## src/design/rnras_pkg.sv

```systemverilog
// Shared constants, types and constant functions of the rotary angle scaler.
package rnras_pkg;

    localparam logic [16:0] ONE_Q16   = 17'h10000;
    localparam logic [16:0] HALF_Q16  = 17'h08000;
    localparam logic [16:0] LOG2E_Q16 = 17'd94548;
    localparam logic [31:0] EXP_ONE   = 32'h4000_0000;

    typedef enum logic [1:0] {
        CFG_RATIO = 2'd0,
        CFG_STEEP = 2'd1,
        CFG_PAIRS = 2'd2
    } t_cfg_idx;

    typedef enum logic [1:0] {
        ST_OK        = 2'd0,
        ST_BAD_RATIO = 2'd1,
        ST_SAT       = 2'd2
    } t_status;

    typedef struct packed {
        logic [2:0]  ipart;
        logic [15:0] fpart;
        logic [30:0] mant;
    } t_log;

    function automatic logic [63:0] f_isqrt(input logic [63:0] v_in);
        logic [63:0] v;
        logic [63:0] res;
        logic [63:0] bm;
        v   = v_in;
        res = '0;
        bm  = 64'h4000_0000_0000_0000;
        for (int i = 0; i < 32; i++) begin
            if (v >= res + bm) begin
                v   = v - (res + bm);
                res = (res >> 1) + bm;
            end else begin
                res = res >> 1;
            end
            bm = bm >> 2;
        end
        return res;
    endfunction

    // Factor 2^(2^(k-16)) in Q2.30, from repeated square roots of 2.0.
    function automatic logic [31:0] f_exp_root(input int k);
        logic [63:0] root;
        root = 64'h8000_0000;
        for (int i = 15; i >= k; i--) begin
            root = f_isqrt(root << 30);
        end
        return root[31:0];
    endfunction

endpackage

```

## src/design/rnras_log_cell.sv

```systemverilog
// One squaring step of the base-two logarithm: one fraction bit per cell.
module rnras_log_cell (
    input  logic            i_clk,
    input  rnras_pkg::t_log i_cell,
    output rnras_pkg::t_log o_cell
);
    import rnras_pkg::*;

    logic [61:0] w_sq;
    logic [31:0] w_m2;
    logic        w_bit;
    t_log        r_cell;

    assign w_sq  = 62'(i_cell.mant) * 62'(i_cell.mant);
    assign w_m2  = w_sq[61:30];
    assign w_bit = w_m2[31];

    always_ff @(posedge i_clk) begin
        r_cell.ipart <= i_cell.ipart;
        r_cell.fpart <= {i_cell.fpart[14:0], w_bit};
        r_cell.mant  <= w_bit ? w_m2[31:1] : w_m2[30:0];
    end

    assign o_cell = r_cell;
endmodule
```

## config.mk

```make
export PLATFORM = sky130hd
export DESIGN_NAME = rnras_log_cell
export DESIGN_NICKNAME = d
export VERILOG_FILES = /design/src/design/rnras_pkg.sv /design/src/design/rnras_log_cell.sv
export SDC_FILE = /design/constraint.sdc
export NUM_CORES = 2
export LEC_CHECK = 0
export BUFFER_PORTS_ARGS = -buffer_cell sky130_fd_sc_hd__buf_2
export CAP_MARGIN = 40
export CELL_PAD_IN_SITES_DETAIL_PLACEMENT = 0
export CELL_PAD_IN_SITES_GLOBAL_PLACEMENT = 2
export CORE_UTILIZATION = 46
export DETAILED_ROUTE_END_ITERATION = 7
export PLACE_DENSITY_LB_ADDON = 0.15
export SLEW_MARGIN = 10
export SYNTH_ARGS = -nofsm -noshare
export SYNTH_HDL_FRONTEND = slang
export SYNTH_SLANG_ARGS = --single-unit
```

## constraint.sdc

```tcl
create_clock -name i_clk -period 12.7 [get_ports i_clk]
set_input_delay 1.27 -clock i_clk [delete_from_list [all_inputs] [get_ports i_clk]]
set_output_delay 1.27 -clock i_clk [all_outputs]
set_load 0.05 [all_outputs]
```

==> reports/results.txt <==
EDFF count, synth = 0
DR iter-0 viols = 815
CTS sink cnt = 50
syn avg cell area = 9.42 µm²
fin crit share = 0.835
initial antenna violation count = 1
num rows = 90
Min Clock Period, post-route = 10.60 ns
CP Launch Type = primary input
CP Data Arrival Time = 10.78 ns
run status = complete, no violations
total congestion overflow = 0
clock tree buffer depth = 2
num ports = 101
area delta synth->final = 5.08%
final slew viol count = 0
RePlAce Congestion = 0.857
maxcap violations = 0
Final nets = 4104
# Post-CTS Setup Buffers = 0
final WL = 73.8 mm
Die Wd = 251 µm
final setup violation count = 0
Peak Freq = 0.0943 GHz
fillers = 5789
H-tree Lvls = 2
Detailed Place HPWL = 61.8 mm
starting density of the core = 0.469
sequential area share after synthesis = 0.0352
number of distinct library cells after synthesis = 70
synthesized area = 0.0285 mm²
root buf cell = clkbuf_16
hold depth = 1
PostCTS Resize Cnt = 0
largest net degree at the start of global routing = 35
vias per cell = 5.04
via count = 19300
worst hold-check path type = primary input to register
Syn Inst Count = 3022
relative slew slack = 0.343
vias in the first global route = 22000
CP max FO = 29
Worst Setup Path Type = primary input to register
commonest non-fill, non-tap cells in the layout = 919 x inv_1, 747 x fa_1, 301 x nand2_1, 269 x ha_1, 190 x and2_1
hold path start = i_cell[47]
Die Y = 251 µm
layout cell share with drive strength beyond 1 = 0.0550
TNS Setup = 0 ns
CTS buffer count = 5
placed instance area = 0.0297 mm²
critical path startpoint = i_cell[15]
worst slew pin tran = 0.977 ns
TritonRoute pass-1 iters = 7
commonest non-fill, non-tap cell in the layout = inv_1
global-route wire length before repair = 121 mm
Post-synth top flop = dfxtp_1
Critical Path RT = 12.88 ns
die area = 0.0629 mm²
CTS tree = built
# hold bufs at CTS = 0
Final Cell Area = 0.0299 mm²
Yosys reg bits = 50
number of flip-flops in the largest register = 50
IO Port Bufs = 99
Final Hold Viols = 0
RSZ-0062 raised after global routing = false
GRT Total Usage = 0.249
core area = 0.0607 mm²
Syn. warnings = 0
CP endpoint kind = register
mean routed wirelength per cell = 19.3 µm
syn nets = 4089
drt drc = 0
post-route ant nets = 0
Worst-path clk slew = 0.07 ns
Post-synth ARST share = 0
[critical path: stages]
cell      delay (ns)
buf_2           0.67
clkinv_1        0.71
nor2_1          0.41
fa_1            0.49
fa_1            0.55
inv_1           0.06
fa_1            0.61
fa_1            0.46
fa_1            0.55
inv_1           0.05
fa_1            0.39
fa_1            0.56
fa_1            0.46
ha_1            0.43
nand2_1         0.10
nor4_1          0.37
nand3_1         0.19
o22ai_1         0.19
nor3_1          0.07
buf_4           0.18
or4_4           0.53
and3_1          0.33
nor2_4          0.70
mux2_2          0.42
[final cells by class]
class	instances	area, µm²	share of cell area
inverter	920	3450	0.115
timing repair buffer	120	786	0.0263
sequential	50	1000	0.0335
multi-input combinational	1940	23500	0.787
clock buffer	6	139	0.00464
antenna	2	5.00	0.000167
clock inverter	2	16.3	0.000544
tap	782	978	0.0327
[per-stage QoR]
step	hold slack [ns]	utilization	setup WS [ns]	std cells
after floorplan	1.30	-	3.82	3022
after global placement	1.37	0.487	1.97	3802
after detailed placement	1.37	0.490	1.88	3811
after CTS	1.06	0.492	2.16	3819
after global routing	1.06	0.493	1.66	3820
final	1.07	0.493	2.10	3822
[layer usage]
metal  global-route usage  vias to the layer above  part of all wire
li1                     -                     8798                 -
met1                0.316                    10100              0.41
met2                0.453                      321              0.53
met3               0.0223                       97             0.029
met4               0.0682                        0             0.032
met5                    0                        -                 0
[path summary, 6_finish.rpt]
| check | slack [ns] | to |
|---|---|---|
| setup / recovery | 2.10 | o_cell[3] |
| hold / removal | 1.07 | o_cell[47] |
[logic make-up after synthesis]
group / Yosys count / synth area share
buffers and inverters: 1032 / 0.138
AOI/OAI and AO/OA: 199 / 0.0457
xor gates and xnor gates: 53 / 0.0163
muxes: 30 / 0.0116
DFF: 50 / 0.0352
and+or+nand+nor: 642 / 0.109
adders and majority gates: 1016 / 0.644
[cells in the mapped netlist (3+ instances only)]
cell / n / area, µm²
a21oi_1: 62 / 310
clkbuf_1: 95 / 357
nand3_1: 19 / 95.1
xnor2_1: 32 / 280
and2_1: 190 / 1190
mux2_2: 20 / 225
xor2_1: 21 / 184
a211o_1: 3 / 26.3
nor3_1: 15 / 75.1
nor2_1: 60 / 225
nand2_1: 301 / 1130
nor4_1: 3 / 18.8
o211ai_1: 4 / 30.0
inv_1: 919 / 3450
a221oi_1: 3 / 26.3
nor2b_1: 8 / 50.1
o31ai_1: 6 / 45.0
o21ai_0: 38 / 190
buf_4: 4 / 30.0
a21o_1: 28 / 210
nand2b_1: 6 / 37.5
nand4_1: 16 / 100
or2_2: 6 / 37.5
a31o_2: 4 / 35.0
fa_1: 747 / 15000
dfxtp_1: 50 / 1000
a211oi_1: 9 / 67.6
o21bai_1: 8 / 60.1
and3_1: 8 / 50.1
buf_2: 8 / 40.0
mux2i_1: 9 / 90.1
a31oi_1: 7 / 43.8
ha_1: 269 / 3370
Power is left out: the tool's default activity adds up to more than one toggle a clock period on the data nets, which glitch-free logic cannot reach.
