### src/design/rnras_pkg.sv
// Shared constants, types and constant functions of the rotary angle scaler.
package rnras_pkg;

    localparam logic [16:0] ONE_Q16   = 17'h10000;
    localparam logic [16:0] HALF_Q16  = 17'h08000;
    localparam logic [16:0] LOG2E_Q16 = 17'd94548;
    localparam logic [31:0] EXP_ONE   = 32'h4000_0000;

    typedef enum logic [1:0] {
        CFG_RATIO = 2'd0,
        CFG_STEEP = 2'd1,
        CFG_PAIRS = 2'd2
    } t_cfg_idx;

    typedef enum logic [1:0] {
        ST_OK        = 2'd0,
        ST_BAD_RATIO = 2'd1,
        ST_SAT       = 2'd2
    } t_status;

    typedef struct packed {
        logic [2:0]  ipart;
        logic [15:0] fpart;
        logic [30:0] mant;
    } t_log;

    function automatic logic [63:0] f_isqrt(input logic [63:0] v_in);
        logic [63:0] v;
        logic [63:0] res;
        logic [63:0] bm;
        v   = v_in;
        res = '0;
        bm  = 64'h4000_0000_0000_0000;
        for (int i = 0; i < 32; i++) begin
            if (v >= res + bm) begin
                v   = v - (res + bm);
                res = (res >> 1) + bm;
            end else begin
                res = res >> 1;
            end
            bm = bm >> 2;
        end
        return res;
    endfunction

    // Factor 2^(2^(k-16)) in Q2.30, from repeated square roots of 2.0.
    function automatic logic [31:0] f_exp_root(input int k);
        logic [63:0] root;
        root = 64'h8000_0000;
        for (int i = 15; i >= k; i--) begin
            root = f_isqrt(root << 30);
        end
        return root[31:0];
    endfunction

endpackage

### src/design/rnras_exp_cell.sv
// One step of the base-two exponential: multiplies in the factor for one fraction bit.
module rnras_exp_cell #(
    parameter int K    = 15,
    parameter int SB_W = 32
) (
    input  logic            i_clk,
    input  logic            i_rst_n,
    input  logic            i_vld,
    input  logic [31:0]     i_acc,
    input  logic [15:0]     i_f,
    input  logic [SB_W-1:0] i_sb,
    output logic            o_vld,
    output logic [31:0]     o_acc,
    output logic [15:0]     o_f,
    output logic [SB_W-1:0] o_sb
);
    import rnras_pkg::*;

    localparam logic [31:0] ROOT = f_exp_root(K);

    logic [63:0]     w_prod;
    logic [63:0]     w_rnd;
    logic            r_vld;
    logic [31:0]     r_acc;
    logic [15:0]     r_f;
    logic [SB_W-1:0] r_sb;

    assign w_prod = 64'(i_acc) * 64'(ROOT);
    assign w_rnd  = w_prod + 64'h2000_0000;

    always_ff @(posedge i_clk) begin
        if (!i_rst_n) begin
            r_vld <= 1'b0;
        end else begin
            r_vld <= i_vld;
        end
    end

    always_ff @(posedge i_clk) begin
        r_acc <= i_f[K] ? w_rnd[61:30] : i_acc;
        r_f   <= i_f;
        r_sb  <= i_sb;
    end

    assign o_vld = r_vld;
    assign o_acc = r_acc;
    assign o_f   = r_f;
    assign o_sb  = r_sb;
endmodule

### config.mk
export PLATFORM = sky130hd
export DESIGN_NAME = rnras_exp_cell
export DESIGN_NICKNAME = d
export VERILOG_FILES = /design/src/design/rnras_pkg.sv /design/src/design/rnras_exp_cell.sv
export SDC_FILE = /design/constraint.sdc
export NUM_CORES = 1
export LEC_CHECK = 0
export ABC_CLOCK_PERIOD_IN_PS = 7300
export BUFFER_PORTS_ARGS = -buffer_cell sky130_fd_sc_hd__buf_2
export CAP_MARGIN = 10
export CORE_MARGIN = 3
export CORE_UTILIZATION = 40
export DETAILED_ROUTE_END_ITERATION = 8
export GPL_TIMING_DRIVEN = 0
export PLACE_DENSITY = 0.55
export SYNTH_ARGS = -nofsm -noshare
export SYNTH_HDL_FRONTEND = slang
export SYNTH_SLANG_ARGS = --single-unit
### constraint.sdc
create_clock -name i_clk -period 7.3 [get_ports i_clk]
set_input_delay 0 -clock i_clk [delete_from_list [all_inputs] [get_ports i_clk]]
set_output_delay 0 -clock i_clk [all_outputs]
set_load 0.01 [all_outputs]
==> metrics.txt, run 1 <==
Slew HR 52.78%; CTS buffer count 9; worst hold start i_acc[1]; maxcap violations 0; maximum clock frequency 142.3 MHz; CTS tree built; Setup crit end kind flop; drt first-iter violations 603; Tmin final 7.029 ns; # setup viols final 0; worst path required time 7.53 ns; total vias in the final route 13,420; Vert. Die Dim 223.3 um; EDFF count, synth 0; Via density 4.980; Area Growth Syn to Fin 13.00%; grt ovf 0; drc violations 0; commonest non-fill, non-tap cell in the layout inv_1; Max FO, Critical Path 13; DP Wirelength 43.48 mm; Hold WC Path Type in2reg; htree depth 3; final hold violation count 0; Avg Inst Size Synth 10.16 um2; IO Pins 164; top_reg_cell synth dfxtp_1; number of synthesis warnings 0; # nets final 2,942; Post-Syn Instances 1,859; Post-synth ARST share 0%; post-synthesis register bit count 81; die area 0.04987 mm2; gpl congestion 0.8658; Root Driver clkbuf_16; worst-case clock buffer depth 2; Slew @ Worst Pin 0.7083 ns; Antenna Nets Post-Route 0; data arrival time of the worst path 7.26 ns; share of layout cells above drive strength 1 10.54%; Syn Std Cell Area 0.01889 mm2; Core ar. 0.04656 mm2; DR pass1 iterations 5; largest net degree at the start of global routing 16; sequential fraction of the synthesis area 8.583%; Synthesized Nets 2,719; site row count 79; number of distinct library cells after synthesis 62; routed length per instance 19.30 um; status complete, no violations; antenna violations before repair 2; CP startpoint kind primary input; vias in the first global route 14,730; minimum hold slack 0.1050 ns; first-pass GRT wire length 82.94 mm; Routed Wire Length 52.00 mm; PortBufs 163; CTS clk-pin slew, worst paths 0.07 ns; commonest non-fill, non-tap cells in the layout inv_1, ha_1, fa_1; # diodes 0; DIE WIDTH 223.3 um; CTS sink count 81; period utilization 96.28%; unrepaired setup endpoints after global routing no; max-slew violations 0; All-Layer GR Usage 21.63%; crit path launch i_acc[11]; Crit Path Category in2reg; Initial Util 40.58%
-- area by class of cell --
class                           count  area [um2]
Buffer                             10       40.04
Clock buffer                        9       225.2
Clock inverter                      7       76.32
Fill cell                        4464       25210
Inverter                          538        2019
Multi-Input combinational cell   1229       15250
Sequential cell                    81        1622
Tap cell                          607       759.5
Timing Repair Buffer              213        1354
-- worst paths after layout --
path / to / cells past startpoint
setup / recovery: o_acc[21] / 24
hold / removal: o_acc[1] / 3
-- registers in the layout, summed over array words and instances, names as in the netlist --
signal  count
o_acc      32
o_sb       32
o_f        16
o_vld       1
-- cells in the mapped netlist, drive strengths merged, types with 3 or more instances --
library cell	count	area, um2
inv	538	2019
a21o	42	317.8
nand2	56	210.2
a21oi	54	277.8
and3	13	83.83
o21ai	33	168.9
xor2	43	376.6
o2111ai	5	43.79
o22ai	3	18.77
mux2	17	191.4
nand3	10	50.05
fa	333	6666
ha	444	5555
o31ai	5	37.54
nor2	25	93.84
nor2b	6	37.54
nor3	8	40.04
or3	3	18.77
xnor2	22	192.7
dfxtp	81	1622
nand2b	5	31.28
and2	21	133.9
a211oi	6	50.05
a2111oi	5	62.56
nand4	9	56.30
a211o	4	35.03
o21bai	8	60.06
a31oi	9	56.30
a22oi	4	30.03
clkbuf	9	33.78
o211ai	3	22.52
-- critical path: stages --
cell,delay (ns)
buf_2,0.49
ha_1,0.41
xor2_1,0.23
ha_1,0.22
nand2b_1,0.16
fa_1,0.48
inv_1,0.06
fa_1,0.48
inv_1,0.05
fa_1,0.48
fa_1,0.51
fa_1,0.50
inv_1,0.05
fa_1,0.48
inv_1,0.04
ha_1,0.36
nand4_1,0.14
nand2b_1,0.19
a2111oi_2,0.51
nor4b_2,0.13
or3b_1,0.51
and2_1,0.26
o2111a_1,0.25
a221o_1,0.27
-- kinds of logic (layout without fill, tap and decap cells) --
kind of cell               count (synthesis)  after routing  share of synthesized area, %
and+or+nand+nor                          168            168                         4.497
DFF                                       81             81                         8.583
xor gates and xnor gates                  65             65                         3.013
muxes                                     18             18                         1.066
adders and majority gates                777            777                         64.69
AOI/OAI and AO/OA                        201            201                         7.226
buffers and inverters                    549            777                         10.92
-- metal layers --
layer  wire length (um)  share of wire [%]  global-route usage [%]  vias up
li1                   -                  -                       -     6329
met1              23690                 46                   30.17     6656
met2              23820                 46                   35.23      358
met3               2941                5.7                   3.526       74
met4               1548                3.0                   5.373        0
met5                  0                  0                       0        -
-- through the flow --
stage / setup TNS, ns / worst slack, ns / instances / instance area, um2 / util [%]
4_1_cts: 0 / 0.07900 / 2695 / 21270 / 45.70
2_1_floorplan: 0 / 1.025 / 1859 / 18890 / -
3_5_place_dp: -3.624 / -0.4186 / 2629 / 20470 / 43.96
6_report: 0 / 0.2714 / 2694 / 21350 / 45.85
5_1_grt: 0 / 0.03955 / 2694 / 21350 / 45.85
3_3_place_gp: -3.228 / -0.3786 / 2629 / 20470 / 43.96
-- timing repair --
action                     4_1_cts  5_1_grt
pin swaps                        0        0
setup endpoints to repair        2       17
hold endpoints to repair        49        0
cloned                           0        0
gates resized for setup          1       22
hold buffers                    50        0
setup buffers                    0        0
Power of run 1 is not shown: default switching activity piles up to over one toggle a cycle in this logic, so the estimate is an artifact.
==> run 2: changes to the inputs <==
--- a/config.mk
+++ b/config.mk
@@ -5,6 +5,7 @@
 export SDC_FILE = /design/constraint.sdc
 export NUM_CORES = 1
 export LEC_CHECK = 0
+export ABC_AREA = 1
 export ABC_CLOCK_PERIOD_IN_PS = 7300
 export BUFFER_PORTS_ARGS = -buffer_cell sky130_fd_sc_hd__buf_2
 export CAP_MARGIN = 10
==> run 2 against run 1 <==
Compared with the run above: final area grew 9.1%; final cell count grew 27%; synthesized cell count grew 35%; flip-flop and latch count is the same; hold slack gained 0.0052 ns; fmax grew 11%; critical path depth grew 2.
==> metrics.txt, run 2 <==
Antenna Nets Post-Route 0 (unchanged); fill count 5,142 (was 4,464); DP Wirelength 52.79 mm (was 43.48 mm); EDFF count, synth 0 (unchanged); htree depth 3 (unchanged); maxcap violations 0 (unchanged); Routed Wire Length 61.72 mm (was 52.00 mm); Initial Util 40.99% (was 40.58%); Max FO, Critical Path 9 (was 13); vias in the first global route 17,430 (was 14,730); drt first-iter violations 822 (was 603); most numerous cell in the Yosys netlist inv_1 (unchanged); commonest non-fill, non-tap cells in the layout inv_1, nand2_1, ha_1 (was inv_1, ha_1, fa_1); Post-Syn Instances 2,509 (was 1,859); Setup crit end kind flop (unchanged); area leader, netlist fa_1 (unchanged); share of layout cells above drive strength 1 8.035% (was 10.54%); Core ar. 0.05079 mm2 (was 0.04656 mm2); number of synthesis warnings 0 (unchanged); Slew HR 50.09% (was 52.78%); Avg Inst Size Synth 8.297 um2 (was 10.16 um2); top_reg_cell synth dfxtp_1 (unchanged); grt ovf 0 (unchanged); unrepaired setup endpoints after global routing no (unchanged); setup TNS 0 ns (unchanged); first-pass GRT wire length 96.70 mm (was 82.94 mm); CTS tree built (unchanged); Commonest cells post-synth inv_1, nand2_1, ha_1 (was inv_1, ha_1, fa_1); Slew @ Worst Pin 0.7486 ns (was 0.7083 ns); die area 0.05482 mm2 (was 0.04987 mm2); period utilization 86.40% (was 96.28%); drc violations 0 (unchanged); PortBufs 163 (unchanged); Post-synth ARST share 0% (unchanged); Area Growth Syn to Fin 11.86% (was 13.00%); worst-case clock buffer depth 2 (unchanged); post-synthesis register bit count 81 (unchanged); Root Driver clkbuf_16 (unchanged); commonest non-fill, non-tap cell in the layout inv_1 (unchanged); Tmin final 6.307 ns (was 7.029 ns); Syn Std Cell Area 0.02082 mm2 (was 0.01889 mm2); number of distinct library cells after synthesis 33 (was 62); synth top area cells fa_1, ha_1, inv_1, nand2_1, dfxtp_1 (was fa_1, ha_1, inv_1, dfxtp_1, xor2_1); max-slew violations 0 (unchanged); DIE WIDTH 234.1 um (was 223.3 um); antenna violations before repair 0 (was 2); Via density 4.749 (was 4.980); sequential fraction of the synthesis area 7.789% (was 8.583%); final hold violation count 0 (unchanged); number of post-CTS setup repair buffers 0 (unchanged); largest net degree at the start of global routing 17 (was 16); CTS clk-pin slew, worst paths 0.08 ns (was 0.07 ns); top-area cell type share of the netlist area 32.02% (was 35.29%); gpl congestion 0.9679 (was 0.8658); data arrival time of the worst path 6.54 ns (was 7.26 ns); Hold WC Path Type in2reg (unchanged); CTS sink count 81 (unchanged); site row count 82 (was 79); IO Pins 164 (unchanged); total vias in the final route 16,200 (was 13,420); CP startpoint kind primary input (unchanged); Vert. Die Dim 234.1 um (was 223.3 um); DR pass1 iterations 5 (unchanged); Synthesized Nets 3,369 (was 2,719); # setup viols final 0 (unchanged); routed length per instance 18.10 um (was 19.30 um); All-Layer GR Usage 23.37% (was 21.63%); status complete, no violations (unchanged); # nets final 3,593 (was 2,942); Crit Path Category in2reg (unchanged); maximum clock frequency 158.6 MHz (was 142.3 MHz); worst path required time 7.53 ns (about the same); CTS buffer count 9 (unchanged)
==> run 2: cell count changes after synthesis, sizes merged, moves of 11 or more <==
cell   previous run  this run
nand3            10        83
xnor2            22        11
nand2            56       518
nor2             25        89
inv             538       756
a21o             42        18
and3             13         0
mux2             17         0
and2             21         1
==> run 2: layout make-up <==
class	count	area [um2]	area share, %
Multi-Input combinational cell	1664	16330	70.11
Inverter	757	2841	12.20
Sequential cell	81	1622	6.963
Timing Repair Buffer	213	1316	5.652
Tap cell	672	840.8	3.611
Clock buffer	9	225.2	0.9671
Clock inverter	7	85.08	0.3654
Buffer	7	28.78	0.1236
Antenna cell	1	2.502	0.01075
==> run 2: worst paths after layout <==
path / start / to / slack (ns) / depth (start not counted)
max: i_acc[26] / o_acc[24] / 0.99 / 26
min: i_acc[2] / o_acc[2] / 0.11 / 3
==> run 2: cells by family (layout without fill, tap and decap cells) <==
kind of cell | Yosys count | count (layout) | synth area share, %
adders and majority gates | 777 | 777 | 58.71
xor gates and xnor gates | 46 | 46 | 1.935
buffers and inverters | 764 | 993 | 13.79
DFF | 81 | 81 | 7.789
and+or+nand+nor | 726 | 726 | 14.62
other | 0 | 1 | 0
AOI/OAI and AO/OA | 115 | 115 | 3.161
==> run 2: critical path: stages <==
cell and delay [ns]:
buf_2 0.40, ha_1 0.47, fa_1 0.55, inv_1 0.06, fa_1 0.52, inv_1 0.05, fa_1 0.50, inv_1 0.05
fa_1 0.53, inv_1 0.05, fa_1 0.45, fa_1 0.49, inv_1 0.05, fa_1 0.51, inv_1 0.05, ha_1 0.36
nand2_1 0.17, inv_1 0.05, a21oi_1 0.30, nor2_1 0.07, nor2_1 0.19, nand2_1 0.13, a21oi_1 0.26, nand3_1 0.11
nand3_1 0.11, nand2_1 0.06
==> run 2: timing repair <==
action | in CTS | in global routing
gates resized for setup | 0 | 0
hold endpoints to repair | 49 | 0
hold buffers | 50 | 0
==> run 2: routing by layer <==
metal	track usage, %	up-vias	share of wire (%)
li1	-	7936	-
met1	30.69	7863	44
met2	40.44	330	48
met3	3.414	71	5.0
met4	5.987	0	2.7
met5	0	-	0
==> run 2: through the flow <==
stage	setup WS, ns	cells	utilization, %	hold slack, ns	instance area [um2]
finish	0.9928	3411	45.85	0.1102	23290
global route	0.6776	3410	45.85	0.1235	23280
CTS	1.038	3410	45.85	0.08946	23280
detailed placement	0.6805	3344	44.25	0.1036	22470
global placement	0.6707	3344	44.25	0.1026	22470
floorplan	1.938	2509	-	0.02772	20820
Power of run 2 is left out for the same reason.
==> run 3: changes to the inputs <==
--- a/config.mk
+++ b/config.mk
@@ -14,6 +14,7 @@
 export DETAILED_ROUTE_END_ITERATION = 8
 export GPL_TIMING_DRIVEN = 0
 export PLACE_DENSITY = 0.55
+export RECOVER_POWER = 50
 export SYNTH_ARGS = -nofsm -noshare
 export SYNTH_HDL_FRONTEND = slang
 export SYNTH_SLANG_ARGS = --single-unit
==> run 3 against run 2 <==
Compared with the run above: final cell count is essentially flat; count of clock-buffer cells in the layout did not move; hold slack worse by 0.0025 ns; final area down 0.21%; routed wire length is essentially flat; critical path type unchanged; critical endpoint unchanged.
==> metrics.txt, run 3 (same netlist as run 2, synthesis figures left out) <==
Tmin final 6.306 ns (was 6.307 ns); unrepaired setup endpoints after global routing no (unchanged); total vias in the final route 16,190 (was 16,200); utilization after layout 45.76% (was 45.85%); CTS sink count 81 (unchanged); Slew HR 49.92% (was 50.09%); status complete, no violations (unchanged); maxcap violations 0 (unchanged); Initial Util 40.99% (unchanged); Max FO, Critical Path 9 (unchanged); Via density 4.748 (was 4.749); CP startpoint kind primary input (unchanged); Root Driver clkbuf_16 (unchanged); drc violations 0 (unchanged); commonest non-fill, non-tap cells in the layout inv_1, nand2_1, ha_1 (unchanged); Vert. Die Dim 234.1 um (unchanged); site row count 82 (unchanged); htree depth 3 (unchanged); routed length per instance 18.12 um (was 18.10 um); commonest non-fill, non-tap cell in the layout inv_1 (unchanged); first-pass GRT wire length 96.70 mm (unchanged); DIE WIDTH 234.1 um (unchanged); PortBufs 163 (unchanged); All-Layer GR Usage 23.37% (unchanged); worst-case clock buffer depth 2 (unchanged); Hold WC Path Type in2reg (unchanged); number of post-CTS setup repair buffers 0 (unchanged); worst path required time 7.53 ns (about the same); share of layout cells above drive strength 1 6.647% (was 8.035%); Slew @ Worst Pin 0.7512 ns (was 0.7486 ns); vias in the first global route 17,430 (unchanged); largest net degree at the start of global routing 17 (unchanged); # setup viols final 0 (unchanged); Setup crit end kind flop (unchanged); die area 0.05482 mm2 (unchanged); Area Growth Syn to Fin 11.62% (was 11.86%); IO Pins 164 (unchanged); antenna violations before repair 0 (unchanged); maximum clock frequency 158.6 MHz (about the same); max-slew violations 0 (unchanged); Routed Wire Length 61.78 mm (was 61.72 mm); grt ovf 0 (unchanged); CTS buffer count 9 (unchanged); final hold violation count 0 (unchanged); CTS tree built (unchanged); # diodes 0 (was 1); period utilization 86.39% (was 86.40%); drt first-iter violations 808 (was 822); data arrival time of the worst path 6.54 ns (about the same); DR pass1 iterations 5 (unchanged); Antenna Nets Post-Route 0 (unchanged); setup TNS 0 ns (unchanged); gpl congestion 0.9679 (unchanged); # nets final 3,593 (unchanged); Crit Path Category in2reg (unchanged); Core ar. 0.05079 mm2 (unchanged); DP Wirelength 52.79 mm (unchanged); CTS clk-pin slew, worst paths 0.08 ns (about the same)
==> run 3: cell count changes in the layout (fill, tap and decap cells not counted) <==
| cell | previous run | this run |
|---|---|---|
| clkbuf_1 | 4 | 41 |
| buf_2 | 165 | 127 |
| diode_2 | 1 | 0 |
| buf_1 | 1 | 2 |
==> run 3: stage by stage <==
step           std cells  area, um2  setup WS (ns)  hold WS [ns]
2_1_floorplan       2509      20820          1.938       0.02772
3_3_place_gp        3344      22470         0.6707        0.1026
3_5_place_dp        3344      22470         0.6805        0.1036
4_1_cts             3410      23280          1.038       0.08946
5_1_grt             3410      23240         0.6776        0.1235
6_report            3410      23240         0.9938        0.1077
==> run 3: layer usage <==
layer	GRT usage (%)	wire (um)	part of all wire, %
met5	0	0	0
met3	3.414	3087	5.0
met4	5.987	1688	2.7
met1	30.69	27150	44
met2	40.44	29860	48
==> run 3: final cells by class <==
class	instances	area (um2)
Multi-Input combinational cell	1664	16330
Fill cell	5163	27550
Clock inverter	7	85.08
Clock buffer	9	225.2
Timing Repair Buffer	213	1269
Tap cell	672	840.8
Inverter	757	2841
Sequential cell	81	1622
Buffer	7	28.78
==> run 3: final timing paths <==
path              startpoint         to  slack (ns)  cells past startpoint
setup / recovery   i_acc[26]  o_acc[24]        0.99                     26
hold / removal      i_acc[2]   o_acc[2]        0.11                      3
==> run 3: repair_timing <==
action	4_1_cts	5_1_grt
hold endpoints to repair	49	0
endpoints found under the setup margin	0	0
resized for setup	0	0
hold buffers	50	0
==> run 3: critical path: stages <==
cell,delay [ns]
buf_2,0.40
ha_1,0.47
fa_1,0.55
inv_1,0.06
fa_1,0.52
inv_1,0.05
fa_1,0.50
inv_1,0.05
fa_1,0.53
inv_1,0.05
fa_1,0.45
fa_1,0.49
inv_1,0.05
fa_1,0.51
inv_1,0.05
ha_1,0.36
nand2_1,0.17
inv_1,0.05
a21oi_1,0.31
nor2_1,0.07
nor2_1,0.18
nand2_1,0.12
a21oi_1,0.26
nand3_1,0.11
nand3_1,0.11
nand2_1,0.06
Power of run 3 is left out for the same reason.
