**src/design/rnras_div_cell.sv**
```systemverilog
// One restoring division step: one quotient bit per cell.
module rnras_div_cell #(
    parameter int DEN_W = 9,
    parameter int QW    = 17,
    parameter int SB_W  = 32
) (
    input  logic             i_clk,
    input  logic             i_rst_n,
    input  logic             i_vld,
    input  logic [DEN_W-1:0] i_den,
    input  logic [DEN_W-1:0] i_rem,
    input  logic [QW-1:0]    i_num,
    input  logic [QW-1:0]    i_quo,
    input  logic [SB_W-1:0]  i_sb,
    output logic             o_vld,
    output logic [DEN_W-1:0] o_den,
    output logic [DEN_W-1:0] o_rem,
    output logic [QW-1:0]    o_num,
    output logic [QW-1:0]    o_quo,
    output logic [SB_W-1:0]  o_sb
);
    logic [DEN_W:0]   w_trial;
    logic [DEN_W:0]   w_diff;
    logic             w_ge;
    logic             r_vld;
    logic [DEN_W-1:0] r_den;
    logic [DEN_W-1:0] r_rem;
    logic [QW-1:0]    r_num;
    logic [QW-1:0]    r_quo;
    logic [SB_W-1:0]  r_sb;

    assign w_trial = {i_rem, i_num[QW-1]};
    assign w_diff  = w_trial - {1'b0, i_den};
    assign w_ge    = (w_trial >= {1'b0, i_den});

    always_ff @(posedge i_clk) begin
        if (!i_rst_n) begin
            r_vld <= 1'b0;
        end else begin
            r_vld <= i_vld;
        end
    end

    always_ff @(posedge i_clk) begin
        r_den <= i_den;
        r_rem <= w_ge ? w_diff[DEN_W-1:0] : w_trial[DEN_W-1:0];
        r_num <= {i_num[QW-2:0], 1'b0};
        r_quo <= {i_quo[QW-2:0], w_ge};
        r_sb  <= i_sb;
    end

    assign o_vld = r_vld;
    assign o_den = r_den;
    assign o_rem = r_rem;
    assign o_num = r_num;
    assign o_quo = r_quo;
    assign o_sb  = r_sb;
endmodule

```
**config.mk**
```make
export PLATFORM = sky130hd
export DESIGN_NAME = rnras_div_cell
export DESIGN_NICKNAME = d
export VERILOG_FILES = /design/src/design/rnras_div_cell.sv
export SDC_FILE = /design/constraint.sdc
export NUM_CORES = 1
export LEC_CHECK = 0
export ABC_AREA = 1
export BUFFER_PORTS_ARGS = -buffer_cell sky130_fd_sc_hd__buf_2
export CORE_ASPECT_RATIO = 1.5
export CORE_MARGIN = 2
export CORE_UTILIZATION = 37
export CTS_BUF_LIST = sky130_fd_sc_hd__clkbuf_4
export CTS_CLUSTER_DIAMETER = 150
export DETAILED_ROUTE_END_ITERATION = 10
export PLACE_DENSITY = 0.77
export SKIP_LAST_GASP = 1
export SLEW_MARGIN = 30
export SYNTH_ARGS = -nofsm -noshare
export SYNTH_HDL_FRONTEND = slang
export SYNTH_SLANG_ARGS = --single-unit
```
**constraint.sdc**
```tcl
create_clock -name i_clk -period 1.35 [get_ports i_clk]
set_input_delay 0.0675 -clock i_clk [delete_from_list [all_inputs] [get_ports i_clk]]
set_output_delay 0.0675 -clock i_clk [all_outputs]
set_load 0.02 [all_outputs]
```
==> metrics.md, run 1 <==
| Metric | Value |
|---|---|
| Status | `finished clean` |
| Power density cells | `1231 nW/um2` |
| Die area | `7053 um2` |
| Final HPWL DP | `5120 um` |
| Synth Area in Simple Gates | `15.41%` |
| Remaining Overflow, GRT | `0` |
| Routability Congestion | `0.9383` |
| Proportion of synthesized area in mux cells | `0%` |
| Hold Crit Depth | `4` |
| CTS sink cnt | `84` |
| Post-route minimum period | `1.119 ns` |
| ANT cells | `0` |
| Final Hold Viols | `0` |
| Adder-cell share of the synthesized area | `5.614%` |
| Yosys warnings | `0` |
| Count leader, synth | `dfxtp_1` |
| Ports | `172` |
| Routed wire length | `7967 um` |
| Share of layout cells above drive strength 1 | `41.85%` |
| RSZ-0062 raised after global routing | `no` |
| Slowest stage delay, CP | `0.41 ns` |
| Antenna Nets Post-Route | `0` |
| Total power | `5.438 mW` |
| Dominant synthesized flop cell | `dfxtp_1` |
| CP arrival | `1.44 ns` |
| Largest net degree at the start of global routing | `16` |
| Routed wire length per instance | `13.95 um` |
| IO buf count | `169` |
| FP Rows | `35` |
| Post-synth EDFFs | `0` |
| Vias in the first global route | `2,488` |
| Synth top area share | `71.19%` |
| Synth Net Count | `311` |
| Critical path class | `in -> reg` |
| Seq cells post-synth | `84` |
| Worst vdd ir | `634.7 uV` |
| Final #Nets | `589` |
| Drt first-iter violations | `75` |
| H-tree depth | `3` |
| DIE HEIGHT | `101.9 um` |
| Critical Path RT | `1.67 ns` |
| Global-route wire length before repair | `12,080 um` |
| Post-synth top area cell | `dfxtp_1` |
| Total Routing Usage GR | `22.43%` |
| Placed cells | `471` |
| Final cell count without fillers | `571` |
| Drt drc | `0` |
| Final max-slew violation count | `0` |
| Drt pass-1 iters | `4` |
| Root buf cell | `clkbuf_4` |
| Slowest CP cell | `fa_1` |
| Antenna violations before repair | `0` |
| CP Launch Type | `input pin` |
| Clock Tree Buf Depth | `2` |
| Die Wd | `69.24 um` |
| Leak | `2.352 nW` |
| Core Region | `6175 um2` |
| Syn_area_per_cell | `11.04 um2` |
| Syn Inst Count | `214` |
| Post-synth cell types | `20` |
| CP max FO | `10` |
| Final Cycle Share | `82.91%` |
| Clock transition at the registers of the reported paths | `0.13 ns` |
| Post-Synth XOR/XNOR Area | `1.112%` |
| Vias per cell | `4.282` |
| Mapped cell area | `2362 um2` |
| Initial Util | `38.26%` |
| Post_cts resized | `0` |
| Endpoints failing setup | `0` |
| Top post-synthesis cells by area | `dfxtp_1, nand2_1, ha_1` |
| TritonCTS clock tree | `done` |
| P&R area growth vs syn | `87.08%` |
| Compound-Gate Fraction of Synth Area | `1.695%` |
| CP Cell Sequence | `buf_2, inv_1, ha_1, inv_1, fa_1, nand4_1, nand2_2, nand2_4, nand2_4, nand2_1, nand2_1` |
| Largest family of logic cells by synthesized area | `simple AND/OR/NAND/NOR gates` |
| TritonCTS Buffers | `9` |
| F_max | `893.5 MHz` |
| Ys async rst share | `0%` |
| Post-synth top cells | `dfxtp_1, nand2_1, inv_1` |
| Nature of the critical path endpoint | `flip-flop` |
| DR vias | `2,445` |
| Seq/Total Area, Yosys | `71.19%` |
| Max-cap violations | `0` |
| Min-delay worst type | `in -> reg` |
==> critical path: cells and delay by family <==
kind	cells	cell delay, ns
adder cells (fa/ha/maj)	2	0.54
AND/OR/NAND/NOR	6	0.60
buffers and inverters	3	0.21
==> where the power goes <==
part,switching [mW],internal [mW],total (mW),leakage (nW)
clock,0.872,0.796,1.67,0.0920
combinational,0.574,0.503,1.08,1.55
sequential,0.0441,2.65,2.69,0.709
==> sequential cells by signal, summed over array words and instances (netlist names) <==
name	flops
o_sb	32
o_quo	17
o_num	16
o_den	9
o_rem	9
o_vld	1
==> placed cells by master (no fill, tap or decap), types with 3 or more instances in the layout <==
master	n
dfxtp_1	84
a21oi_1	3
inv_1	26
nand3_1	17
nand2_1	52
ha_1	9
dlygate4sd3_1	84
xor2_1	3
clkbuf_4	10
buf_4	16
nor2_1	5
inv_6	3
buf_2	169
==> cell families (layout without fill, tap and decap cells) <==
group	count (synthesis)	count (layout)
compound gates	5	5
xor+xnor	3	3
fa+ha+maj	10	10
buf+inv	29	312
flops	84	84
other cells	1	1
simple gates	82	82
==> per-layer routing <==
metal,GRT usage [%],part of all wire (%),vias up
met5,0,0,-
met4,11.46,3.2,0
met3,7.199,6.6,21
met2,42.97,56,117
met1,21.30,34,1088
li1,-,-,1219
==> repair_timing <==
| action | in CTS | in global routing |
|---|---|---|
| hold endpoints to repair | 83 | 0 |
| setup buffers | 0 | 0 |
| hold buffers | 84 | 0 |
==> area by class of cell <==
class	count	area (um2)
repair buffers	269	1807
clock buffers	10	75.07
inverters	27	101.3
clock inverters	6	95.09
multi-input cells	101	566.8
fillers	431	1755
flip-flops and latches	84	1682
well taps	74	92.59
==> per-stage QoR <==
stage | area, um2 | setup TNS, ns | utilization [%] | worst slack [ns] | hold slack (ns)
2_1_floorplan | 2362 | 0 | - | 0.02837 | 0.09522
3_3_place_gp | 3408 | -0.9323 | 55.20 | -0.1132 | 0.1695
3_5_place_dp | 3408 | -1.539 | 55.20 | -0.1712 | 0.1712
4_1_cts | 4419 | 0 | 71.57 | 0.2466 | 0.01002
5_1_grt | 4419 | 0 | 71.57 | 0.1824 | 0.06711
6_report | 4419 | 0 | 71.57 | 0.2308 | 0.05887
==> worst paths after layout <==
check             slack (ns)       from       end
setup / recovery        0.23  i_num[16]  o_rem[7]
hold / removal          0.06   i_rem[8]  o_quo[0]
Note: power is estimated with default switching activity, not from simulation.
==> run 2, diff against run 1 <==
==> constraint.sdc (replaced) <==
create_clock -name i_clk -period 1 [get_ports i_clk]
set_input_delay 0.05 -clock i_clk [delete_from_list [all_inputs] [get_ports i_clk]]
set_output_delay 0.05 -clock i_clk [all_outputs]
set_load 0.02 [all_outputs]
==> run 2 against run 1 <==
The flow now finishes with violations (negative setup slack). Largest power group unchanged. Utilization is 11 points higher. Via count is 9.9% higher. Non-clock buffer count is 19 higher. Final cell count up 3.5%. Highest routed layer unchanged. Worst setup slack lost 0.27 ns. Routed wire length increased by 30%. Count of clock-buffer cells in the layout is the same. Clock power up 24%. Critical path type unchanged. Total power up 41%.
==> metrics.md, run 2 (synthesis gave the netlist of run 1 again) <==
| Metric | Value |
|---|---|
| Status | `finished with violations (was finished clean)` |
| Failing checks | `negative setup slack` |
| ANT cells | `0 (unchanged)` |
| DIE HEIGHT | `101.9 um (unchanged)` |
| Seq pwr share | `48.4% (was 49.5%)` |
| Internal power | `5.409 mW (was 3.948 mW)` |
| Most frequent cells in the layout | `buf_2, dlygate4sd3_1, buf_4 (was buf_2, dlygate4sd3_1, dfxtp_1)` |
| Die Wd | `69.24 um (unchanged)` |
| Max reg flops | `32 (unchanged)` |
| Max-cap violations | `0 (unchanged)` |
| Most common cell after layout, fill and taps aside | `buf_2 (unchanged)` |
| Power density cells | `1501 nW/um2 (was 1231 nW/um2)` |
| Initial Util | `38.26% (unchanged)` |
| Routability Congestion | `0.9590 (was 0.9383)` |
| Clock share of power | `27.0% (was 30.7%)` |
| Final Cycle Share | `103.5%` |
| Logic pwr share | `24.6% (was 19.8%)` |
| Global-route wire length before repair | `12,940 um (was 12,080 um)` |
| Final #Nets | `609 (was 589)` |
| Drt drc | `0 (unchanged)` |
| RSZ-0062 raised after global routing | `yes (was no)` |
| Critical Path RT | `1.35 ns (was 1.67 ns)` |
| Worst vdd ir | `1059 uV (was 634.7 uV)` |
| Die area | `7053 um2 (unchanged)` |
| Antenna violations before repair | `0 (unchanged)` |
| Remaining Overflow, GRT | `0 (unchanged)` |
| Post-route cell area | `5101 um2 (was 4419 um2)` |
| Seq. cell area | `1735 um2 (was 1682 um2)` |
| Min-delay worst type | `in -> reg (unchanged)` |
| CTS sink cnt | `84 (unchanged)` |
| Endpoints failing setup | `2 (was 0)` |
| Pre-CTS WS | `-0.4496 ns (was -0.1712 ns)` |
| Total Routing Usage GR | `24.37% (was 22.43%)` |
| Routed wire length per instance | `17.47 um (was 13.95 um)` |
| TritonCTS clock tree | `done (unchanged)` |
| Placed cells | `485 (was 471)` |
| Clock Tree Buf Depth | `2 (unchanged)` |
| P&R area growth vs syn | `115.9% (was 87.08%)` |
| Ports | `172 (unchanged)` |
| Final Hold Viols | `0 (unchanged)` |
| Core Region | `6175 um2 (unchanged)` |
| Routed wire length | `10,330 um (was 7967 um)` |
| Leak | `2.562 nW (was 2.352 nW)` |
| TritonCTS Buffers | `9 (unchanged)` |
| Drt first-iter violations | `81 (was 75)` |
| Final cell count without fillers | `591 (was 571)` |
| Placed Area | `3598 um2 (was 3408 um2)` |
| Vias per cell | `4.547 (was 4.282)` |
| CP arrival | `1.39 ns (was 1.44 ns)` |
| Final max-slew violation count | `0 (unchanged)` |
| Root buf cell | `clkbuf_4 (unchanged)` |
| Worst setup path start | `i_vld (was i_num[16])` |
| CP Launch Type | `input pin (unchanged)` |
| Share of layout cells above drive strength 1 | `56.09% (was 41.85%)` |
| Final critical-path setup slack | `-0.03547 ns (was 0.2308 ns)` |
| Metal2 WL | `5894 um (was 4491 um)` |
| Final HPWL DP | `5134 um (was 5120 um)` |
| Top sig layer | `met4 (unchanged)` |
| Vias in the first global route | `2,647 (was 2,488)` |
| FILL cells | `337 (was 431)` |
| Antenna Nets Post-Route | `0 (unchanged)` |
| H-tree depth | `3 (unchanged)` |
| Area of the multi-input gates | `689.4 um2 (was 566.8 um2)` |
| DR vias | `2,687 (was 2,445)` |
| CP max FO | `1 (was 10)` |
| Hold slack | `0.02894 ns (was 0.05887 ns)` |
| Clock transition at the registers of the reported paths | `0.14 ns (was 0.13 ns)` |
| Nature of the critical path endpoint | `flip-flop (unchanged)` |
| Total power | `7.655 mW (was 5.438 mW)` |
| Routed length on met1 | `3401 um (was 2696 um)` |
| Sw Share | `29.34% (was 27.40%)` |
| DR WL met3 | `585 um (was 523 um)` |
| Critical path class | `in -> reg (unchanged)` |
| Post-route minimum period | `1.035 ns` |
| Largest net degree at the start of global routing | `16 (unchanged)` |
| Drt pass-1 iters | `4 (unchanged)` |
| Sw power | `2.246 mW (was 1.490 mW)` |
| Crit path to | `o_vld (was o_rem[7])` |
| F_max | `965.7 MHz` |
| FP Rows | `35 (unchanged)` |
| IO buf count | `169 (unchanged)` |
[run 2: final cells by class]
cell class                 instances  share of cell area [%]
clock inverter                     6                   1.398
sequential                        84                   34.02
tap                               74                   1.815
timing repair buffer             288                   45.50
clock buffer                      10                   1.472
multi-input combinational        102                   13.51
inverter                          27                   2.281
[run 2: worst min path at each step]
stage                   start        end  slack [ns]  cells past startpoint
detailed placement   i_num[6]   o_num[7]        0.15                      1
floorplan            i_den[0]   o_den[0]        0.08                      0
finish               i_den[0]   o_rem[0]        0.03                      5
global placement    i_quo[11]  o_quo[12]        0.15                      1
global route         i_rem[8]   o_quo[0]        0.01                      4
CTS                  i_rem[8]   o_quo[0]       -0.01                      4
[run 2: what timing repair did]
action	in CTS	in global routing
endpoints found under the hold margin	84	0
resized for setup	36	141
endpoints found under the setup margin	28	76
buffers inserted	0	5
gates cloned	0	1
hold buffers	84	0
pin swaps	0	8
[run 2: layer usage]
| layer | vias up | track usage [%] |
|---|---|---|
| li1 | 1258 | - |
| met1 | 1273 | 21.99 |
| met4 | 0 | 12.37 |
| met5 | - | 0 |
| met3 | 33 | 6.903 |
| met2 | 123 | 48.74 |
[run 2: through the flow]
stage	utilization [%]	TNS, ns
floorplan	-	-1.959
global placement	58.28	-3.951
detailed placement	58.28	-4.221
CTS	75.72	-0.01096
global route	82.61	-1.562
finish	82.61	-0.05182
[run 2: critical path, stage by stage]
cell and delay (ns):
dlygate4sd3_1 0.56, buf_2 0.13, nand2_1 0.05, dlygate4sd3_1 0.55, inv_1 0.04
[run 2: power groups by stage]
stage	sequential, mW	clock [mW]	combinational, mW
5_1_grt	3.72	2.27	1.99
3_5_place_dp	3.70	0	1.27
6_report	3.71	2.07	1.88
3_3_place_gp	3.70	0	1.25
2_1_floorplan	4.01	0	0.358
4_1_cts	3.64	2.06	1.59
==> run 3, diff against run 2 <==
--- a/config.mk
+++ b/config.mk
@@ -14,6 +14,7 @@
 export CTS_CLUSTER_DIAMETER = 150
 export DETAILED_ROUTE_END_ITERATION = 10
 export PLACE_DENSITY = 0.77
+export RECOVER_POWER = 50
 export SKIP_LAST_GASP = 1
 export SLEW_MARGIN = 30
 export SYNTH_ARGS = -nofsm -noshare
==> run 3 against run 2 <==
Utilization down 0.10 points. Critical path type unchanged. Non-clock buffer count is the same. Largest power group unchanged. Worst setup slack got worse by 0.0011 ns. Maximum frequency is 0.10% lower. Hold slack about the same. Critical endpoint unchanged. The flow still finishes with violations (negative setup slack). Sequential power barely moved. Global-route usage stayed put. Combinational power is essentially flat. Sequential share of layout area hardly changed. Routed wire length is essentially flat.
==> metrics.md, run 3 (synthesis gave the netlist of run 1 again) <==
| Metric | Value |
|---|---|
| Status | `finished with violations (unchanged)` |
| Failing checks | `negative setup slack (unchanged)` |
| P&R area growth vs syn | `115.7% (was 115.9%)` |
| Root buf cell | `clkbuf_4 (unchanged)` |
| Final Cycle Share | `103.7% (was 103.5%)` |
| Final HPWL DP | `5134 um (unchanged)` |
| IO buf count | `169 (unchanged)` |
| CP Launch Type | `input pin (unchanged)` |
| Drt pass-1 iters | `4 (unchanged)` |
| Clock transition at the registers of the reported paths | `0.14 ns (about the same)` |
| Seq. cell area | `1735 um2 (unchanged)` |
| H-tree depth | `3 (unchanged)` |
| Max reg flops | `32 (unchanged)` |
| Drt drc | `0 (unchanged)` |
| Remaining Overflow, GRT | `0 (unchanged)` |
| Hold slack | `0.02877 ns (was 0.02894 ns)` |
| Nature of the critical path endpoint | `flip-flop (unchanged)` |
| Vias per cell | `4.547 (unchanged)` |
| Die area | `7053 um2 (unchanged)` |
| Core Region | `6175 um2 (unchanged)` |
| Post-route cell area | `5095 um2 (was 5101 um2)` |
| Endpoints failing setup | `4 (was 2)` |
| Routability Congestion | `0.9590 (unchanged)` |
| DR vias | `2,687 (unchanged)` |
| Placed Area | `3598 um2 (unchanged)` |
| FP Rows | `35 (unchanged)` |
| CP arrival | `1.39 ns (about the same)` |
| ANT cells | `0 (unchanged)` |
| CP max FO | `1 (unchanged)` |
| Most frequent cells in the layout | `buf_2, dlygate4sd3_1, buf_4 (unchanged)` |
| FILL cells | `342 (was 337)` |
| Vias in the first global route | `2,647 (unchanged)` |
| Ports | `172 (unchanged)` |
| Antenna Nets Post-Route | `0 (unchanged)` |
| Min-delay worst type | `in -> reg (unchanged)` |
| Leak | `2.548 nW (was 2.562 nW)` |
| Global-route wire length before repair | `12,940 um (unchanged)` |
| Routed wire length | `10,320 um (was 10,330 um)` |
| TritonCTS Buffers | `9 (unchanged)` |
| Die Wd | `69.24 um (unchanged)` |
| CTS sink cnt | `84 (unchanged)` |
| F_max | `964.7 MHz (was 965.7 MHz)` |
| DIE HEIGHT | `101.9 um (unchanged)` |
| Total Routing Usage GR | `24.37% (unchanged)` |
| Most common cell after layout, fill and taps aside | `buf_2 (unchanged)` |
| Share of layout cells above drive strength 1 | `55.13% (was 56.09%)` |
| Clock Tree Buf Depth | `2 (unchanged)` |
| Drt first-iter violations | `77 (was 81)` |
| TritonCTS clock tree | `done (unchanged)` |
| Antenna violations before repair | `0 (unchanged)` |
| Worst vdd ir | `1059 uV (about the same)` |
| Initial Util | `38.26% (unchanged)` |
| Critical path class | `in -> reg (unchanged)` |
| Area of the multi-input gates | `689.4 um2 (unchanged)` |
| Power density cells | `1502 nW/um2 (was 1501 nW/um2)` |
| Routed wire length per instance | `17.46 um (was 17.47 um)` |
| Post-route minimum period | `1.037 ns (was 1.035 ns)` |
| Final max-slew violation count | `0 (unchanged)` |
| Max-cap violations | `0 (unchanged)` |
| RSZ-0062 raised after global routing | `yes (unchanged)` |
| Final Hold Viols | `0 (unchanged)` |
| Critical Path RT | `1.35 ns (about the same)` |
| Largest net degree at the start of global routing | `16 (unchanged)` |
| Final #Nets | `609 (unchanged)` |
| Final critical-path setup slack | `-0.03654 ns (was -0.03547 ns)` |
| Total power | `7.652 mW (was 7.655 mW)` |
-- run 3: cell types whose count changed in the layout (fill, tap and decap cells not counted) --
cell	before	now
buf_2	90	85
clkbuf_1	0	5
-- run 3: worst paths after layout --
check | start | to | slack, ns | depth (start not counted)
worst max-delay path | i_vld | o_vld | -0.04 | 5
worst min-delay path | i_den[0] | o_rem[0] | 0.03 | 5
-- run 3: what timing repair did --
| item | CTS | global route |
|---|---|---|
| pin swaps | 0 | 8 |
| cloned | 0 | 1 |
| buffers inserted | 0 | 5 |
| setup endpoints to repair | 28 | 76 |
| hold buffers | 84 | 0 |
| resized for setup | 36 | 141 |
| endpoints found under the hold margin | 84 | 0 |
-- run 3: area by class of cell --
| class | count | share of cell area, % |
|---|---|---|
| sequential | 84 | 34.06 |
| tap | 74 | 1.817 |
| inverter | 27 | 2.284 |
| multi-input combinational | 102 | 13.53 |
| timing repair buffer | 288 | 45.43 |
| clock buffer | 10 | 1.473 |
| clock inverter | 6 | 1.400 |
-- run 3: through the flow --
step	setup TNS, ns	cells	util, %	setup WS, ns
4_1_cts	-0.01096	585	75.72	-0.01096
6_report	-0.05792	591	82.51	-0.03654
2_1_floorplan	-1.959	214	-	-0.2068
3_5_place_dp	-4.221	485	58.28	-0.4496
5_1_grt	-1.592	591	82.51	-0.06866
3_3_place_gp	-3.951	485	58.28	-0.4089
-- run 3: critical path, stage by stage --
cell           delay, ns
dlygate4sd3_1       0.57
buf_2               0.13
nand2_1             0.05
dlygate4sd3_1       0.55
inv_1               0.04
-- run 3: metal layers --
metal	up-vias	global-route usage, %	share of wire (%)
li1	1258	-	-
met1	1275	21.99	33
met2	121	48.74	57
met3	33	6.903	5.6
met4	0	12.37	4.3
met5	-	0	0
-- run 3: power breakdown --
group          switching [mW]  internal [mW]
combinational           0.894          0.987
sequential              0.103           3.60
clock                    1.25          0.817
